[src/rtl/hrhp_pkg.sv]
`timescale 1ns / 1ps
// Shared constants, codes, types and text tables of the request head parser.
package hrhp_pkg;

  localparam int unsigned MaxHeaderCount = 256;
  localparam int unsigned OffsetBits     = 20;
  localparam int unsigned LimitW         = 21;
  localparam int unsigned QueueDepth     = 2;
  localparam int unsigned NumMethods     = 9;
  localparam int unsigned LenW           = 31;

  localparam logic [LimitW-1:0] LimitReset = 21'd1048576;

  // Name matcher progress: full match length and the sticky miss code.
  localparam logic [4:0] ClNameLen = 5'd14;
  localparam logic [4:0] NameMiss  = 5'd31;

  // Largest accumulator that still takes one more digit without passing 2^31-1.
  localparam logic [LenW-1:0] AccLimLow  = 31'd214748364;  // digits 0..7
  localparam logic [LenW-1:0] AccLimHigh = 31'd214748363;  // digits 8 and 9

  localparam logic [7:0] ChCr    = 8'h0D;
  localparam logic [7:0] ChLf    = 8'h0A;
  localparam logic [7:0] ChColon = 8'h3A;
  localparam logic [7:0] ChSp    = 8'h20;
  localparam logic [7:0] ChZero  = 8'h30;
  localparam logic [7:0] ChNine  = 8'h39;
  localparam logic [7:0] ChOne   = 8'h31;
  localparam logic [7:0] ChDot   = 8'h2E;
  localparam logic [7:0] ChUpA   = 8'h41;
  localparam logic [7:0] ChUpZ   = 8'h5A;

  localparam logic [111:0] ClNameText = "content-length";
  localparam logic [39:0]  ProtoText  = "HTTP/";
  localparam logic [3:0]   ProtoLen   = 4'd5;

  typedef enum logic [2:0] {
    EvNone, EvMethod, EvPathEnd, EvVersion, EvNameEnd, EvValueEnd, EvHeadDone, EvError
  } event_e;

  typedef enum logic [2:0] {
    ErrNone, ErrMethod, ErrPath, ErrVersion, ErrHeader, ErrTooLong
  } error_e;

  typedef struct packed {
    logic [7:0] raw;
    logic [7:0] lower;
    logic [3:0] digit;
    logic       is_dec;
    logic       is_sp;
    logic       is_cr;
    logic       is_lf;
    logic       is_colon;
  } byte_cls_t;

  typedef struct packed {
    byte_cls_t cls;
    logic      start;
  } item_t;

  // Method text, left aligned in eight bytes.
  function automatic logic [63:0] method_text(input logic [3:0] m);
    logic [63:0] txt;
    case (m)
      4'd0:    txt = {"GET", 40'd0};
      4'd1:    txt = {"HEAD", 32'd0};
      4'd2:    txt = {"OPTIONS", 8'd0};
      4'd3:    txt = {"TRACE", 24'd0};
      4'd4:    txt = {"PUT", 40'd0};
      4'd5:    txt = {"DELETE", 16'd0};
      4'd6:    txt = {"POST", 32'd0};
      4'd7:    txt = {"PATCH", 24'd0};
      4'd8:    txt = "CONNECT" << 8;
      default: txt = '0;
    endcase
    return txt;
  endfunction

  function automatic logic [3:0] method_len(input logic [3:0] m);
    logic [3:0] len;
    case (m)
      4'd0:    len = 4'd3;
      4'd1:    len = 4'd4;
      4'd2:    len = 4'd7;
      4'd3:    len = 4'd5;
      4'd4:    len = 4'd3;
      4'd5:    len = 4'd6;
      4'd6:    len = 4'd4;
      4'd7:    len = 4'd5;
      4'd8:    len = 4'd7;
      default: len = 4'd0;
    endcase
    return len;
  endfunction

  function automatic logic [7:0] method_char(input logic [3:0] m, input logic [2:0] k);
    logic [63:0] txt;
    txt = method_text(m);
    return txt[63 - 8 * int'(k) -: 8];
  endfunction

  function automatic logic [7:0] cl_char(input logic [3:0] idx);
    logic [7:0] ch;
    if (idx < 4'd14) begin
      ch = ClNameText[111 - 8 * int'(idx) -: 8];
    end else begin
      ch = 8'd0;
    end
    return ch;
  endfunction

  function automatic logic [7:0] proto_char(input logic [2:0] idx);
    logic [7:0] ch;
    if (idx < 3'd5) begin
      ch = ProtoText[39 - 8 * int'(idx) -: 8];
    end else begin
      ch = 8'd0;
    end
    return ch;
  endfunction

endpackage

[src/rtl/hrhp_if.sv]
`timescale 1ns / 1ps
// Valid/ready channel interfaces for request bytes and parse results.
interface hrhp_in_if;
  logic       valid;
  logic       ready;
  logic [7:0] head_byte;
  logic       start_of_head;

  modport source (output valid, output head_byte, output start_of_head, input ready);
  modport sink (input valid, input head_byte, input start_of_head, output ready);
endinterface

interface hrhp_out_if #(
  parameter int unsigned OFFSET_BITS = hrhp_pkg::OffsetBits,
  parameter int unsigned HDR_BITS    = 9
);
  logic                   valid;
  logic                   ready;
  logic [2:0]             event_res;
  logic [3:0]             method_code;
  logic                   minor_version;
  logic [OFFSET_BITS-1:0] byte_offset;
  logic [OFFSET_BITS-1:0] token_length;
  logic [HDR_BITS-1:0]    header_number;
  logic [30:0]            content_length;
  logic                   length_valid;
  logic [2:0]             error_kind;

  modport source (
    output valid, output event_res, output method_code, output minor_version,
    output byte_offset, output token_length, output header_number,
    output content_length, output length_valid, output error_kind, input ready
  );
  modport sink (
    input valid, input event_res, input method_code, input minor_version,
    input byte_offset, input token_length, input header_number,
    input content_length, input length_valid, input error_kind, output ready
  );
endinterface

[src/rtl/hrhp_front.sv]
`timescale 1ns / 1ps
// Front end: accept request bytes and classify them for the parser.
module hrhp_front (
  hrhp_in_if.sink         req_i,
  input  logic            full_i,
  output logic            push_o,
  output hrhp_pkg::item_t item_o
);
  import hrhp_pkg::*;

  logic [7:0] b;

  assign b             = req_i.head_byte;
  assign req_i.ready   = !full_i;
  assign push_o        = req_i.valid && !full_i;

  always_comb begin
    item_o.start        = req_i.start_of_head;
    item_o.cls.raw      = b;
    item_o.cls.lower    = (b >= ChUpA && b <= ChUpZ) ? b + 8'd32 : b;
    item_o.cls.digit    = 4'(b - ChZero);
    item_o.cls.is_dec   = (b >= ChZero) && (b <= ChNine);
    item_o.cls.is_sp    = (b == ChSp);
    item_o.cls.is_cr    = (b == ChCr);
    item_o.cls.is_lf    = (b == ChLf);
    item_o.cls.is_colon = (b == ChColon);
  end

endmodule

[src/rtl/hrhp_queue.sv]
`timescale 1ns / 1ps
// Short FIFO between the classifier and the parser.
module hrhp_queue #(
  parameter int unsigned DEPTH = hrhp_pkg::QueueDepth
) (
  input  logic            clk_i,
  input  logic            rst_ni,
  input  logic            push_i,
  input  hrhp_pkg::item_t item_i,
  output logic            full_o,
  input  logic            pop_i,
  output logic            valid_o,
  output hrhp_pkg::item_t item_o
);
  import hrhp_pkg::*;

  localparam int unsigned PtrW = (DEPTH > 1) ? $clog2(DEPTH) : 1;
  localparam int unsigned CntW = $clog2(DEPTH + 1);
  localparam logic [PtrW-1:0] LastPtr = PtrW'(DEPTH - 1);
  localparam logic [CntW-1:0] FullCnt = CntW'(DEPTH);

  item_t           mem_q [DEPTH];
  logic [PtrW-1:0] wr_ptr_q, rd_ptr_q;
  logic [CntW-1:0] count_q;

  assign full_o  = (count_q == FullCnt);
  assign valid_o = (count_q != '0);
  assign item_o  = mem_q[rd_ptr_q];

  always_ff @(posedge clk_i) begin
    if (push_i) begin
      mem_q[wr_ptr_q] <= item_i;
    end
  end

  always_ff @(posedge clk_i or negedge rst_ni) begin
    if (!rst_ni) begin
      wr_ptr_q <= '0;
      rd_ptr_q <= '0;
      count_q  <= '0;
    end else begin
      if (push_i) begin
        wr_ptr_q <= (wr_ptr_q == LastPtr) ? '0 : wr_ptr_q + 1'b1;
      end
      if (pop_i) begin
        rd_ptr_q <= (rd_ptr_q == LastPtr) ? '0 : rd_ptr_q + 1'b1;
      end
      if (push_i && !pop_i) begin
        count_q <= count_q + 1'b1;
      end else if (pop_i && !push_i) begin
        count_q <= count_q - 1'b1;
      end
    end
  end

endmodule

[src/rtl/hrhp_back.sv]
`timescale 1ns / 1ps
// Back end: request head parser state machine with registered result stage.
module hrhp_back #(
  parameter int unsigned MAX_HEADER_COUNT = hrhp_pkg::MaxHeaderCount,
  parameter int unsigned OFFSET_BITS      = hrhp_pkg::OffsetBits
) (
  input  logic                          clk_i,
  input  logic                          rst_ni,
  input  logic                          cfg_we_i,
  input  logic [hrhp_pkg::LimitW-1:0]   cfg_wdata_i,
  input  logic                          q_valid_i,
  input  hrhp_pkg::item_t               q_item_i,
  output logic                          q_pop_o,
  hrhp_out_if.source                    res_o
);
  import hrhp_pkg::*;

  localparam int unsigned HdrW = $clog2(MAX_HEADER_COUNT + 1);
  localparam int unsigned PosW = OFFSET_BITS + 1;
  localparam int unsigned CmpW = (PosW > LimitW) ? PosW : LimitW;
  localparam logic [HdrW-1:0] HdrMax = HdrW'(MAX_HEADER_COUNT);
  localparam logic [OFFSET_BITS-1:0] OffMax = '1;

  typedef enum logic [3:0] {
    PhIdle, PhMethod, PhMethodSp, PhPath, PhProto, PhVMaj, PhVDot, PhVMin, PhVCr,
    PhReqLf, PhLine, PhLineCr, PhName, PhValue, PhValueLf
  } phase_e;

  typedef enum logic [2:0] {
    LsNone, LsSpaces, LsDigits, LsGood, LsBad
  } lstat_e;

  // Parser state
  phase_e                 phase_q, phase_d, phase_c;
  logic [NumMethods-1:0]  cand_q, cand_d, cand_c;
  logic [3:0]             tok_q, tok_d, tok_c;
  logic [PosW-1:0]        pos_q, pos_d, pos_c;
  logic [PosW-1:0]        ts_q, ts_d, ts_c;
  logic [HdrW-1:0]        hc_q, hc_d, hc_c;
  logic [4:0]             nmp_q, nmp_d, nmp_c;
  logic [LenW-1:0]        acc_q, acc_d, acc_c;
  lstat_e                 ls_q, ls_d, ls_c;
  logic                   minor_q, minor_d, minor_c;
  logic [3:0]             meth_q, meth_d, meth_c;
  logic [LimitW-1:0]      limit_q;

  // Result stage
  logic                   out_valid_q;
  event_e                 ev_q, ev;
  error_e                 err_q, err;
  logic [OFFSET_BITS-1:0] off_q, off;
  logic [OFFSET_BITS-1:0] tlen_q, tlen;
  logic [LenW-1:0]        clen_q, clen;
  logic                   lvalid_q, lvalid;
  logic [3:0]             meth_out_q;
  logic                   minor_out_q;
  logic [HdrW-1:0]        hc_out_q;

  // Byte work
  logic                   take;
  byte_cls_t              cls;
  logic [PosW-1:0]        p;
  logic [NumMethods-1:0]  keep;
  logic                   done_found;
  logic [3:0]             done_code;
  logic [PosW-1:0]        ts_n;
  logic [4:0]             nmp_n;
  logic                   go_name;
  logic [LenW-1:0]        acc_thr;
  logic [LenW+2:0]        acc_x10;

  assign take    = q_valid_i && (!out_valid_q || res_o.ready);
  assign q_pop_o = take;
  assign cls     = q_item_i.cls;
  assign acc_thr = (cls.digit >= 4'd8) ? AccLimHigh : AccLimLow;
  assign acc_x10 = {acc_c, 3'b000} + {2'b00, acc_c, 1'b0};

  always_comb begin
    // A start byte clears the head before the byte is parsed.
    if (q_item_i.start) begin
      phase_c = PhMethod;
      cand_c  = '1;
      tok_c   = '0;
      pos_c   = '0;
      ts_c    = '0;
      hc_c    = '0;
      nmp_c   = '0;
      acc_c   = '0;
      ls_c    = LsNone;
      minor_c = 1'b0;
      meth_c  = '0;
    end else begin
      phase_c = phase_q;
      cand_c  = cand_q;
      tok_c   = tok_q;
      pos_c   = pos_q;
      ts_c    = ts_q;
      hc_c    = hc_q;
      nmp_c   = nmp_q;
      acc_c   = acc_q;
      ls_c    = ls_q;
      minor_c = minor_q;
      meth_c  = meth_q;
    end

    phase_d = phase_c;
    cand_d  = cand_c;
    tok_d   = tok_c;
    pos_d   = pos_c;
    ts_d    = ts_c;
    hc_d    = hc_c;
    nmp_d   = nmp_c;
    acc_d   = acc_c;
    ls_d    = ls_c;
    minor_d = minor_c;
    meth_d  = meth_c;

    ev         = EvNone;
    err        = ErrNone;
    off        = '0;
    tlen       = '0;
    clen       = '0;
    lvalid     = 1'b0;
    p          = pos_c;
    keep       = '0;
    done_found = 1'b0;
    done_code  = '0;
    ts_n       = ts_c;
    nmp_n      = nmp_c;
    go_name    = 1'b0;

    if (phase_c != PhIdle) begin
      off = p[OFFSET_BITS] ? OffMax : p[OFFSET_BITS-1:0];
      if ((CmpW'(p) >= CmpW'(limit_q)) || p[OFFSET_BITS]) begin
        err = ErrTooLong;
      end else begin
        case (phase_c)
          PhMethod: begin
            for (int c = 0; c < NumMethods; c++) begin
              if (cand_c[c] && (tok_c < method_len(4'(c))) &&
                  (method_char(4'(c), tok_c[2:0]) == cls.raw)) begin
                keep[c] = 1'b1;
                if ((tok_c + 4'd1 == method_len(4'(c))) && !done_found) begin
                  done_found = 1'b1;
                  done_code  = 4'(c);
                end
              end
            end
            cand_d = keep;
            tok_d  = tok_c + 4'd1;
            if (keep == '0) begin
              err = ErrMethod;
            end else if (done_found) begin
              meth_d  = done_code;
              ev      = EvMethod;
              phase_d = PhMethodSp;
            end
          end
          PhMethodSp: begin
            if (cls.is_sp) begin
              ts_d    = p + 1'b1;
              phase_d = PhPath;
            end else begin
              err = ErrPath;
            end
          end
          PhPath: begin
            if (cls.is_sp) begin
              ev      = EvPathEnd;
              tlen    = OFFSET_BITS'(p - ts_c);
              tok_d   = '0;
              phase_d = PhProto;
            end
          end
          PhProto: begin
            if ((tok_c < ProtoLen) && (cls.raw == proto_char(tok_c[2:0]))) begin
              tok_d = tok_c + 4'd1;
              if (tok_c + 4'd1 == ProtoLen) begin
                phase_d = PhVMaj;
              end
            end else begin
              err = ErrVersion;
            end
          end
          PhVMaj: begin
            if (cls.raw == ChOne) begin
              phase_d = PhVDot;
            end else begin
              err = ErrVersion;
            end
          end
          PhVDot: begin
            if (cls.raw == ChDot) begin
              phase_d = PhVMin;
            end else if (cls.is_cr) begin
              minor_d = 1'b0;
              phase_d = PhReqLf;
            end else begin
              err = ErrVersion;
            end
          end
          PhVMin: begin
            if (cls.raw == ChZero || cls.raw == ChOne) begin
              minor_d = cls.digit[0];
              phase_d = PhVCr;
            end else begin
              err = ErrVersion;
            end
          end
          PhVCr: begin
            if (cls.is_cr) begin
              phase_d = PhReqLf;
            end else begin
              err = ErrVersion;
            end
          end
          PhReqLf: begin
            if (cls.is_lf) begin
              ev      = EvVersion;
              phase_d = PhLine;
            end else begin
              err = ErrVersion;
            end
          end
          PhLine, PhLineCr, PhName: begin
            go_name = 1'b1;
            if (phase_c == PhLine) begin
              ts_n  = p;
              nmp_n = '0;
              if (cls.is_cr) begin
                phase_d = PhLineCr;
                go_name = 1'b0;
              end
            end else if (phase_c == PhLineCr) begin
              if (cls.is_lf) begin
                ev      = EvHeadDone;
                phase_d = PhIdle;
                go_name = 1'b0;
                if (ls_c == LsGood) begin
                  lvalid = 1'b1;
                  clen   = acc_c;
                end
              end else begin
                // Lone CR opens a name that can no longer match.
                nmp_n = NameMiss;
              end
            end
            ts_d  = ts_n;
            nmp_d = nmp_n;
            if (go_name) begin
              phase_d = PhName;
              if (cls.is_colon) begin
                ev   = EvNameEnd;
                tlen = OFFSET_BITS'(p - ts_n);
                if ((nmp_n == ClNameLen) && (ls_c == LsNone) && (hc_c < HdrMax)) begin
                  ls_d  = LsSpaces;
                  acc_d = '0;
                end
                ts_d    = p + 1'b1;
                phase_d = PhValue;
              end else if ((nmp_n < ClNameLen) && (cls.lower == cl_char(nmp_n[3:0]))) begin
                nmp_d = nmp_n + 5'd1;
              end else begin
                nmp_d = NameMiss;
              end
            end
          end
          PhValue: begin
            if (cls.is_cr) begin
              ev   = EvValueEnd;
              tlen = OFFSET_BITS'(p - ts_c);
              if (ls_c == LsSpaces) begin
                ls_d = LsBad;
              end else if (ls_c == LsDigits) begin
                ls_d = LsGood;
              end
              phase_d = PhValueLf;
            end else if (ls_c == LsSpaces) begin
              if (!cls.is_sp) begin
                if (cls.is_dec) begin
                  acc_d = LenW'(cls.digit);
                  ls_d  = LsDigits;
                end else begin
                  ls_d = LsBad;
                end
              end
            end else if (ls_c == LsDigits) begin
              if (!cls.is_dec || (acc_c > acc_thr)) begin
                ls_d = LsBad;
              end else begin
                acc_d = LenW'(acc_x10 + (LenW + 3)'(cls.digit));
              end
            end
          end
          PhValueLf: begin
            if (cls.is_lf) begin
              if (hc_c < HdrMax) begin
                hc_d = hc_c + 1'b1;
              end
              phase_d = PhLine;
            end else begin
              err = ErrHeader;
            end
          end
          default: begin
            phase_d = PhIdle;
          end
        endcase
      end
      if (err != ErrNone) begin
        ev      = EvError;
        tlen    = '0;
        phase_d = PhIdle;
      end
      pos_d = p + 1'b1;
    end
  end

  always_ff @(posedge clk_i or negedge rst_ni) begin
    if (!rst_ni) begin
      phase_q     <= PhIdle;
      cand_q      <= '0;
      tok_q       <= '0;
      pos_q       <= '0;
      ts_q        <= '0;
      hc_q        <= '0;
      nmp_q       <= '0;
      acc_q       <= '0;
      ls_q        <= LsNone;
      minor_q     <= 1'b0;
      meth_q      <= '0;
      limit_q     <= LimitReset;
      out_valid_q <= 1'b0;
      ev_q        <= EvNone;
      err_q       <= ErrNone;
      off_q       <= '0;
      tlen_q      <= '0;
      clen_q      <= '0;
      lvalid_q    <= 1'b0;
      meth_out_q  <= '0;
      minor_out_q <= 1'b0;
      hc_out_q    <= '0;
    end else begin
      if (cfg_we_i) begin
        limit_q <= cfg_wdata_i;
      end
      if (take) begin
        phase_q     <= phase_d;
        cand_q      <= cand_d;
        tok_q       <= tok_d;
        pos_q       <= pos_d;
        ts_q        <= ts_d;
        hc_q        <= hc_d;
        nmp_q       <= nmp_d;
        acc_q       <= acc_d;
        ls_q        <= ls_d;
        minor_q     <= minor_d;
        meth_q      <= meth_d;
        out_valid_q <= 1'b1;
        ev_q        <= ev;
        err_q       <= err;
        off_q       <= off;
        tlen_q      <= tlen;
        clen_q      <= clen;
        lvalid_q    <= lvalid;
        meth_out_q  <= meth_d;
        minor_out_q <= minor_d;
        hc_out_q    <= hc_d;
      end else if (res_o.ready) begin
        out_valid_q <= 1'b0;
      end
    end
  end

  assign res_o.valid          = out_valid_q;
  assign res_o.event_res      = ev_q;
  assign res_o.method_code    = meth_out_q;
  assign res_o.minor_version  = minor_out_q;
  assign res_o.byte_offset    = off_q;
  assign res_o.token_length   = tlen_q;
  assign res_o.header_number  = hc_out_q;
  assign res_o.content_length = clen_q;
  assign res_o.length_valid   = lvalid_q;
  assign res_o.error_kind     = err_q;

endmodule

[src/rtl/http_request_head_parser_top.sv]
`timescale 1ns / 1ps
// A byte accepted on req_i is written into the queue, then parsed into the registered result stage.
// Throughput: one byte per cycle, sustained while res_o takes every result; the parser updates its state per byte.
// A two-entry queue sits between classifier and parser, so res_o back-pressure stalls req_i
// once the queue has filled, and req_i stays low until the registered queue count drops after res_o takes again.
// Reset (rst_ni low, async): parser idle, queue and result register empty, head_limit 1048576.
// No clearing pass: the block takes bytes from the first cycle after reset.
module http_request_head_parser_top #(
  parameter int unsigned MAX_HEADER_COUNT = hrhp_pkg::MaxHeaderCount,
  parameter int unsigned OFFSET_BITS      = hrhp_pkg::OffsetBits
) (
  input  logic                        clk_i,
  input  logic                        rst_ni,
  input  logic                        cfg_we_i,
  input  logic [hrhp_pkg::LimitW-1:0] cfg_wdata_i,
  hrhp_in_if.sink                     req_i,
  hrhp_out_if.source                  res_o
);
  import hrhp_pkg::*;

  // Classifier to queue
  logic  push;
  logic  full;
  item_t push_item;

  // Queue to parser
  logic  q_valid;
  logic  q_pop;
  item_t q_item;

  // Classify each byte as it arrives: case fold, digit value and delimiter flags.
  hrhp_front u_front (
    .req_i  (req_i),
    .full_i (full),
    .push_o (push),
    .item_o (push_item)
  );

  // Decouple the byte stream from the parser so a stalled result does not
  // immediately stall the link side.
  hrhp_queue #(
    .DEPTH (QueueDepth)
  ) u_queue (
    .clk_i   (clk_i),
    .rst_ni  (rst_ni),
    .push_i  (push),
    .item_i  (push_item),
    .full_o  (full),
    .pop_i   (q_pop),
    .valid_o (q_valid),
    .item_o  (q_item)
  );

  // Parse one byte per cycle whenever the result register can take a result;
  // also holds the head_limit register written through the config port.
  hrhp_back #(
    .MAX_HEADER_COUNT (MAX_HEADER_COUNT),
    .OFFSET_BITS      (OFFSET_BITS)
  ) u_back (
    .clk_i       (clk_i),
    .rst_ni      (rst_ni),
    .cfg_we_i    (cfg_we_i),
    .cfg_wdata_i (cfg_wdata_i),
    .q_valid_i   (q_valid),
    .q_item_i    (q_item),
    .q_pop_o     (q_pop),
    .res_o       (res_o)
  );

endmodule
[src/flat_wrapper.sv]
// flat-port wrapper written by rule: the top's interface ports become plain ports
module http_request_head_parser_top_flat import hrhp_pkg::*;
#(
  parameter int unsigned MAX_HEADER_COUNT = hrhp_pkg::MaxHeaderCount,
  parameter int unsigned OFFSET_BITS      = hrhp_pkg::OffsetBits
)
  (clk_i, rst_ni, cfg_we_i, cfg_wdata_i, req_i_valid, req_i_head_byte, req_i_start_of_head, req_i_ready, res_o_valid, res_o_event_res, res_o_method_code, res_o_minor_version, res_o_byte_offset, res_o_token_length, res_o_header_number, res_o_content_length, res_o_length_valid, res_o_error_kind, res_o_ready);
  hrhp_in_if req_i_i ();
  hrhp_out_if #(.OFFSET_BITS(OFFSET_BITS)) res_o_i ();
  input  logic clk_i;
  input  logic rst_ni;
  input  logic cfg_we_i;
  input  logic [hrhp_pkg::LimitW-1:0] cfg_wdata_i;
  input wire logic [$bits(req_i_i.valid)-1:0] req_i_valid;
  input wire logic [$bits(req_i_i.head_byte)-1:0] req_i_head_byte;
  input wire logic [$bits(req_i_i.start_of_head)-1:0] req_i_start_of_head;
  output wire logic [$bits(req_i_i.ready)-1:0] req_i_ready;
  output wire logic [$bits(res_o_i.valid)-1:0] res_o_valid;
  output wire logic [$bits(res_o_i.event_res)-1:0] res_o_event_res;
  output wire logic [$bits(res_o_i.method_code)-1:0] res_o_method_code;
  output wire logic [$bits(res_o_i.minor_version)-1:0] res_o_minor_version;
  output wire logic [$bits(res_o_i.byte_offset)-1:0] res_o_byte_offset;
  output wire logic [$bits(res_o_i.token_length)-1:0] res_o_token_length;
  output wire logic [$bits(res_o_i.header_number)-1:0] res_o_header_number;
  output wire logic [$bits(res_o_i.content_length)-1:0] res_o_content_length;
  output wire logic [$bits(res_o_i.length_valid)-1:0] res_o_length_valid;
  output wire logic [$bits(res_o_i.error_kind)-1:0] res_o_error_kind;
  input wire logic [$bits(res_o_i.ready)-1:0] res_o_ready;
  assign req_i_i.valid = req_i_valid;
  assign req_i_i.head_byte = req_i_head_byte;
  assign req_i_i.start_of_head = req_i_start_of_head;
  assign req_i_ready = req_i_i.ready;
  assign res_o_valid = res_o_i.valid;
  assign res_o_event_res = res_o_i.event_res;
  assign res_o_method_code = res_o_i.method_code;
  assign res_o_minor_version = res_o_i.minor_version;
  assign res_o_byte_offset = res_o_i.byte_offset;
  assign res_o_token_length = res_o_i.token_length;
  assign res_o_header_number = res_o_i.header_number;
  assign res_o_content_length = res_o_i.content_length;
  assign res_o_length_valid = res_o_i.length_valid;
  assign res_o_error_kind = res_o_i.error_kind;
  assign res_o_i.ready = res_o_ready;
  http_request_head_parser_top #(.MAX_HEADER_COUNT(MAX_HEADER_COUNT), .OFFSET_BITS(OFFSET_BITS)) u_core (.clk_i(clk_i), .rst_ni(rst_ni), .cfg_we_i(cfg_we_i), .cfg_wdata_i(cfg_wdata_i), .req_i(req_i_i), .res_o(res_o_i));
endmodule
[config.mk]
export PLATFORM = sky130hd
export DESIGN_NAME = http_request_head_parser_top_flat
export DESIGN_NICKNAME = d
export VERILOG_FILES = /design/src/rtl/hrhp_pkg.sv /design/src/rtl/hrhp_if.sv /design/src/rtl/hrhp_front.sv /design/src/rtl/hrhp_queue.sv /design/src/rtl/hrhp_back.sv /design/src/rtl/http_request_head_parser_top.sv /design/src/flat_wrapper.sv
export SDC_FILE = /design/constraint.sdc
export NUM_CORES = 1
export LEC_CHECK = 0
export BUFFER_PORTS_ARGS = -buffer_cell sky130_fd_sc_hd__buf_2
export CAP_MARGIN = 25
export CORE_ASPECT_RATIO = 1.2
export CORE_MARGIN = 2
export CORE_UTILIZATION = 58
export CTS_BUF_LIST = sky130_fd_sc_hd__clkbuf_2
export DETAILED_ROUTE_END_ITERATION = 8
export PLACE_DENSITY = 0.8
export SETUP_SLACK_MARGIN = 0.5
export SLEW_MARGIN = 20
export SYNTH_ARGS = -nofsm -noshare
export SYNTH_HDL_FRONTEND = slang
export SYNTH_SLANG_ARGS = --single-unit
[constraint.sdc]
create_clock -name clk_i -period 5.9 [get_ports clk_i]
set_input_delay 0.59 -clock clk_i [delete_from_list [all_inputs] [get_ports clk_i]]
set_output_delay 0.59 -clock clk_i [all_outputs]
set_load 0.03 [all_outputs]
==> metrics.md, run 1 <==
| Metric | Value |
|---|---|
| Critical path class | `flop to flop` |
| Clk pin slew, worst setup/hold paths | `0.10 ns` |
| Period minus WS final | `5.108 ns` |
| Main combinational cell family by area after synthesis | `compound AO/OA/AOI/OAI gates` |
| Initial antenna violation count | `1` |
| Post-synth top cells | `nand2_1 (292), o21ai_0 (215), dfrtp_1 (214), nor2_1 (172), a21oi_1 (165)` |
| Crit. End Element | `flop` |
| Pwr Density | `303.0 mW/mm²` |
| Compound-gate portion of the synthesized area | `0.2613` |
| CTS tree | `done` |
| Sequential area share after synthesis | `0.3348` |
| VDD IR max | `0.0002875 V` |
| Hold depth | `3` |
| Post-route DRC violation count | `0` |
| Final cell count without fillers | `2900` |
| Post-synth top area cell | `dfrtp_1` |
| Yosys cell types | `101` |
| RSZ-0062 raised after global routing | `no` |
| TNS Setup | `0 ns` |
| WHS | `0.2137 ns` |
| # setup viols final | `0` |
| #FFs+latches synth | `249` |
| PnR worst setup slack | `0.7920 ns` |
| Clock Latency Late Sink | `0.93 ns` |
| Vias/cell | `6.530` |
| Final Max Slew Viols | `0` |
| Final RePlAce weighted congestion | `0.9648` |
| Multiplexer share of the synthesized area | `0.01845` |
| Fmax | `195.8 MHz` |
| Max Buffers Root-to-Sink | `3` |
| Leakage Power | `9.834 nW` |
| First-pass iteration count of the detailed router | `8` |
| Root Buffer | `clkbuf_2` |
| HPWL after detailed placement | `44590 µm` |
| # fillers | `2786` |
| Worst slack, placed | `0.5459 ns` |
| H-tree Lvls | `3` |
| Setup bufs post-CTS | `0` |
| Largest net degree at the start of global routing | `124` |
| Post-Syn Instances | `2292` |
| Share of the synthesized area in the top cell type | `0.2801` |
| Overall Global Routing Usage | `0.3526` |
| Antenna-violating nets left | `0` |
| Avg WL per Cell | `21.33 µm` |
| Crit share post-route | `0.8658` |
| Cell area after layout | `0.02109 mm²` |
| WL final | `61850 µm` |
| Ports | `129` |
| Placed Cells incl. Taps | `2749` |
| Pwr Total | `6.391 mW` |
| Synthesized net count | `2468` |
| XOR/XNOR Fraction of Synth Area | `0.05176` |
| Adder-Cell Fraction of Synth Area | `0.09384` |
| Synth warn | `0` |
| Startpoint Class | `flop` |
| Die ar. | `0.03444 mm²` |
| Placed cell areas | `0.02013 mm²` |
| Hold violation total from the final report | `0` |
| Most common cell in the netlist | `nand2_1` |
| Vias in the first global route | `18686` |
| Core ar. | `0.03234 mm²` |
| Mapped cell area | `0.01912 mm²` |
| Nets | `2619` |
| Post-synth EDFFs | `34` |
| Synth area leaders | `dfrtp_1 (28%), ha_1 (9.0%), nand2_1 (5.7%)` |
| Port Buffers | `128` |
| Status | `complete, no violations` |
| Die Width | `169.8 µm` |
| Max-Cap Viols | `0` |
| CP Max Fanout | `17` |
| CTS Sinks | `249` |
| Clock skew | `0.09922 ns` |
| Starting Density | `0.5912` |
| Crit path DAT | `5.87 ns` |
| Synth async-reset ratio | `0.8635` |
| Simple-gate share of the synthesized area | `0.1937` |
| Max_slew headroom | `0.3345` |
| Worst EP required | `6.66 ns` |
| Actual slew at the worst max-slew pin | `0.9945 ns` |
| Syn avg cell area | `8.342 µm²` |
| Die Y-Extent | `202.9 µm` |
| Ys flop type | `dfrtp_1` |
| Initial DRC Count | `1984` |
| Fraction of layout cells with a size suffix above 1 | `0.1312` |
| First-pass GRT wire length | `97040 µm` |
| Grt ovf | `0` |
| DR vias | `18937` |
| HP Class | `input port to flop` |
| Clock buffer count from CTS | `66` |
| Reg2Reg Depth | `14` |
| Core Util, Final | `0.6522` |
| Floorplan row count | `72` |
| Synth-to-layout area growth | `10.32%` |
==> logic make-up after synthesis <==
kind of cell / after synthesis
simple gates: 785
compound gates: 765
flops: 249
buf+inv: 208
fa+ha+maj: 141
xor+xnor: 113
mux: 31
==> sequential cells by signal (all words and copies together), names as in the netlist, 2 cells and up <==
name	flops
u_core.u_back.ts_q	20
u_core.u_queue.count_q	2
u_core.u_back.res_o.error_kind	3
u_core.u_back.res_o.content_length	31
u_core.u_back.cand_q	9
u_core.u_back.nmp_q	5
u_core.u_back.tok_q	4
u_core.u_back.res_o.method_code	4
u_core.u_back.res_o.event_res	3
u_core.u_back.limit_q	21
u_core.u_back.ls_q	3
u_core.u_back.phase_q	4
u_core.u_back.res_o.byte_offset	20
u_core.u_queue.mem_q	34
u_core.u_back.res_o.token_length	20
u_core.u_back.res_o.header_number	9
u_core.u_back.pos_q	21
u_core.u_back.acc_q	31
==> path summary, 6_finish.rpt <==
path                            slack (ns)                           startpoint                                   to
worst max-delay path                  0.79             u_core.u_back.phase_q[3]              u_core.u_back.acc_q[11]
worst min-delay path                  0.21                             cfg_we_i            u_core.u_back.limit_q[11]
worst max register to register        0.79             u_core.u_back.phase_q[3]              u_core.u_back.acc_q[11]
worst min register to register        0.48  u_core.u_back.res_o.byte_offset[12]  u_core.u_back.res_o.byte_offset[12]
max in group asynchronous             4.46                               rst_ni             u_core.u_back.phase_q[1]
min in group asynchronous             0.25                               rst_ni  u_core.u_back.res_o.token_length[7]
==> cell usage in the layout (no fill, tap or decap), types with 39 or more instances in the layout <==
cell,netlist,layout
ha_1,137,137
buf_2,16,128
nand2_1,292,292
xnor2_1,75,75
clkbuf_2,0,90
buf_4,5,42
nor3_1,57,56
a21oi_1,165,165
nor2_1,172,170
inv_1,79,79
nand3_1,61,61
o21ai_0,215,215
a22o_1,63,63
dfrtp_1,214,213
and2_1,39,39
==> repair_timing <==
| action | in CTS | in global routing |
|---|---|---|
| hold endpoints to repair | 133 | 0 |
| endpoints found under the setup margin | 0 | 69 |
| resized for setup | 0 | 4 |
| hold buffers | 33 | 0 |
==> power breakdown <==
group	switching, mW	internal, mW
clock	0.781	0.507
combinational	2.06	0.933
sequential	0.193	1.92
total	3.03	3.36
==> final cells by class <==
type | instances | area [µm²] | share of cell area
antenna | 1 | 2.502 | 0.0001186
clock buffer | 90 | 450.4 | 0.02135
clock inverter | 27 | 167.7 | 0.007948
inverter | 84 | 317.8 | 0.01507
multi-input combinational | 1835 | 11880 | 0.5633
sequential | 249 | 6404 | 0.3036
tap | 407 | 509.2 | 0.02414
timing repair buffer | 207 | 1361 | 0.06454
==> per-layer routing <==
metal	up-vias	part of all wire	global-route usage
met5	-	0	0
met4	0	0.046	0.1865
met3	198	0.074	0.06004
met2	899	0.48	0.5990
met1	9107	0.40	0.4278
li1	8733	-	-
==> critical path, cell delays in order (launching register included) <==
cell and delay (ns):
dfrtp_1 0.72, nand3b_1 0.36, nor2_1 0.38, o21ai_1 0.23
inv_1 0.21, ha_1 0.16, or4b_1 0.42, or4_1 0.42
a2111oi_2 0.42, a21o_1 0.24, and2_1 0.34, o31ai_2 0.16
nand3_1 0.14, nand2b_1 0.38, a22o_1 0.37
(Power assumes the default switching activity.)
==> run 2: changes to the inputs <==
==> constraint.sdc (replaced) <==
create_clock -name clk_i -period 5.9 [get_ports clk_i]
set_input_delay 0.885 -clock clk_i [delete_from_list [all_inputs] [get_ports clk_i]]
set_output_delay 0.885 -clock clk_i [all_outputs]
set_load 0.03 [all_outputs]
==> run 2 against run 1 <==
Compared with the run above: global-route usage grew 0.27 points; flip-flop and latch count is the same; wire length rose by 0.15%; sequential power barely moved; via count fell by 0.43%; core utilization shrank 0.60 points; sequential share of layout area grew 0.29 points.
==> metrics.md, run 2 (synthesized netlist as in run 1, its figures left out) <==
| Metric | Value |
|---|---|
| Max Buffers Root-to-Sink | `3 (unchanged)` |
| WL final | `61940 µm (was 61850 µm)` |
| Max-Cap Viols | `0 (unchanged)` |
| Startpoint Class | `flop (unchanged)` |
| HP Class | `input port to flop (unchanged)` |
| Actual slew at the worst max-slew pin | `0.9934 ns (was 0.9945 ns)` |
| H-tree Lvls | `3 (unchanged)` |
| DR vias | `18856 (was 18937)` |
| Clk pin slew, worst setup/hold paths | `0.09 ns (was 0.10 ns)` |
| Die Width | `169.8 µm (unchanged)` |
| Synth-to-layout area growth | `9.299% (was 10.32%)` |
| VDD IR max | `0.0004186 V (was 0.0002875 V)` |
| Pwr Density | `313.0 mW/mm² (was 303.0 mW/mm²)` |
| Critical path class | `flop to flop (unchanged)` |
| Fmax | `195.4 MHz (was 195.8 MHz)` |
| Net Switching | `3.042 mW (was 3.034 mW)` |
| Vias/cell | `6.556 (was 6.530)` |
| RSZ-0062 raised after global routing | `no (unchanged)` |
| Worst Path Buf+Inv | `1 (unchanged)` |
| Post-route DRC violation count | `0 (unchanged)` |
| CTS tree | `done (unchanged)` |
| Initial DRC Count | `1772 (was 1984)` |
| Core ar. | `0.03234 mm² (unchanged)` |
| Initial antenna violation count | `2 (was 1)` |
| Clock buffer count from CTS | `67 (was 66)` |
| Crit. End Element | `flop (unchanged)` |
| TNS Setup | `0 ns (unchanged)` |
| Vias in the first global route | `18323 (was 18686)` |
| Clock skew | `0.09016 ns (was 0.09922 ns)` |
| Top cell family by delay on the critical path | `simple AND/OR/NAND/NOR gates (unchanged)` |
| Most frequent cells in the layout | `nand2_1 (292), o21ai_0 (215), dfrtp_1 (212) (was nand2_1 (292), o21ai_0 (215), dfrtp_1 (213))` |
| Worst stage delay on the critical path | `0.68 ns (was 0.72 ns)` |
| Root Buffer | `clkbuf_2 (unchanged)` |
| First-pass iteration count of the detailed router | `6 (was 8)` |
| Antenna-violating nets left | `0 (unchanged)` |
| Clk pwr share | `0.216 (was 0.202)` |
| Period minus WS final | `5.118 ns (was 5.108 ns)` |
| Starting Density | `0.5912 (unchanged)` |
| Fraction of layout cells with a size suffix above 1 | `0.1382 (was 0.1312)` |
| Final cell count without fillers | `2876 (was 2900)` |
| Largest net degree at the start of global routing | `129 (was 124)` |
| Commonest non-fill, non-tap cell in the layout | `nand2_1 (unchanged)` |
| Clock Latency Late Sink | `0.94 ns (was 0.93 ns)` |
| Floorplan row count | `72 (unchanged)` |
| First-pass GRT wire length | `97450 µm (was 97040 µm)` |
| Placed Cells incl. Taps | `2753 (was 2749)` |
| Grt ovf | `0 (unchanged)` |
| Hold violation total from the final report | `0 (unchanged)` |
| CTS Sinks | `249 (unchanged)` |
| Die ar. | `0.03444 mm² (unchanged)` |
| Nets | `2594 (was 2619)` |
| Final RePlAce weighted congestion | `0.9376 (was 0.9648)` |
| WHS | `0.1607 ns (was 0.2137 ns)` |
| Reg power frac | `0.322 (was 0.330)` |
| # fillers | `2832 (was 2786)` |
| HPWL after detailed placement | `45110 µm (was 44590 µm)` |
| Ports | `129 (unchanged)` |
| CP Max Fanout | `18 (was 17)` |
| Avg WL per Cell | `21.54 µm (was 21.33 µm)` |
| Worst EP required | `6.69 ns (was 6.66 ns)` |
| Sw Ratio | `0.4649 (was 0.4747)` |
| Crit path DAT | `5.90 ns (was 5.87 ns)` |
| # setup viols final | `0 (unchanged)` |
| Crit share post-route | `0.8674 (was 0.8658)` |
| Leakage Power | `9.769 nW (was 9.834 nW)` |
| Slowest cell on crit path | `dfrtp_1 (unchanged)` |
| Final Max Slew Viols | `0 (unchanged)` |
| Largest register FFs | `34 (unchanged)` |
| Biggest register | `u_core.u_queue.mem_q (unchanged)` |
| Cell internal pwr | `3.501 mW (was 3.357 mW)` |
| Die Y-Extent | `202.9 µm (unchanged)` |
| Cell Chain, Critical Path | `and4bb_2 -> nor2_1 -> o21ai_1 -> inv_1 -> ha_1 -> or4b_1 -> or4_1 -> a2111oi_2 -> a21o_1 -> and2_1 -> o31ai_2 -> nand3_1 -> nand2b_1 -> a22o_1 (was nand3b_1 -> nor2_1 -> o21ai_1 -> inv_1 -> ha_1 -> or4b_1 -> or4_1 -> a2111oi_2 -> a21o_1 -> and2_1 -> o31ai_2 -> nand3_1 -> nand2b_1 -> a22o_1)` |
| Logic gate share of total power | `0.462 (was 0.468)` |
| Max_slew headroom | `0.3353 (was 0.3345)` |
| Overall Global Routing Usage | `0.3553 (was 0.3526)` |
| Status | `complete, no violations (unchanged)` |
| Port Buffers | `128 (unchanged)` |
-- run 2: cell types whose count changed in the layout (fill, tap and decap cells not counted), sizes merged --
cell,delta
clkbuf,+13
diode,+1
inv,-3
buf,+6
clkinv,-11
dlygate4sd3,-32
bufinv,+2
-- run 2: per-stage QoR --
stage            util  cell area, µm²  worst slack [ns]  power, mW
3_3_place_gp   0.6229           20140            0.6656      4.996
2_1_floorplan       -           19130            0.5225      4.100
3_5_place_dp   0.6233           20160            0.5089      5.036
5_1_grt        0.6462           20900            0.5044      6.870
4_1_cts        0.6455           20880            0.6227      6.475
6_report       0.6462           20900            0.7820      6.542
-- run 2: worst paths after layout --
kind,cells after the start,endpoint,from,slack (ns)
setup / recovery,14,u_core.u_back.acc_q[20],u_core.u_back.phase_q[2],0.78
hold / removal,3,u_core.u_back.limit_q[1],cfg_wdata_i[1],0.16
setup reg to reg,14,u_core.u_back.acc_q[20],u_core.u_back.phase_q[2],0.78
hold reg to reg,2,u_core.u_back.res_o.byte_offset[15],u_core.u_back.res_o.byte_offset[15],0.48
max in group asynchronous,3,u_core.u_back.ts_q[19],rst_ni,4.13
min in group asynchronous,2,u_core.u_back.res_o.token_length[4],rst_ni,0.52
-- run 2: area by class of cell --
class / instances / area [µm²] / share of cell area
diodes: 2 / 5.005 / 0.0002395
flip-flops and latches: 249 / 6405 / 0.3065
well taps: 407 / 509.2 / 0.02437
inverters: 84 / 317.8 / 0.01521
clock inverters: 15 / 167.7 / 0.008023
multi-input cells: 1835 / 11880 / 0.5685
repair buffers: 181 / 1099 / 0.05257
clock buffers: 103 / 515.5 / 0.02467
-- run 2: metal layers --
layer / share of wire / track usage / up-vias
met2: 0.48 / 0.5913 / 924
met1: 0.40 / 0.4391 / 8989
li1: - / - / 8710
met5: 0 / 0 / -
met4: 0.051 / 0.1908 / 0
met3: 0.072 / 0.06277 / 233
-- run 2: what timing repair did --
action / 4_1_cts / 5_1_grt
hold buffers: 1 / 0
gates resized for setup: 0 / 4
gates cloned: 0 / 0
endpoints found under the setup margin: 6 / 20
setup buffers: 2 / 0
endpoints found under the hold margin: 87 / 0
-- run 2: worst register-to-register path, stage by stage (launching register included) --
cell and delay [ns]:
dfrtp_1 0.68, and4bb_2 0.39, nor2_1 0.33, o21ai_1 0.28
inv_1 0.22, ha_1 0.17, or4b_1 0.42, or4_1 0.42
a2111oi_2 0.47, a21o_1 0.23, and2_1 0.33, o31ai_2 0.16
nand3_1 0.14, nand2b_1 0.38, a22o_1 0.38
-- run 2: power by group through the flow --
stage / sequential, mW / combinational (mW) / clock (mW)
floorplan: 2.08 / 2.02 / 0
global placement: 2.12 / 2.87 / 0
detailed placement: 2.13 / 2.91 / 0
CTS: 2.10 / 2.94 / 1.44
global route: 2.12 / 3.22 / 1.52
finish: 2.11 / 3.02 / 1.41
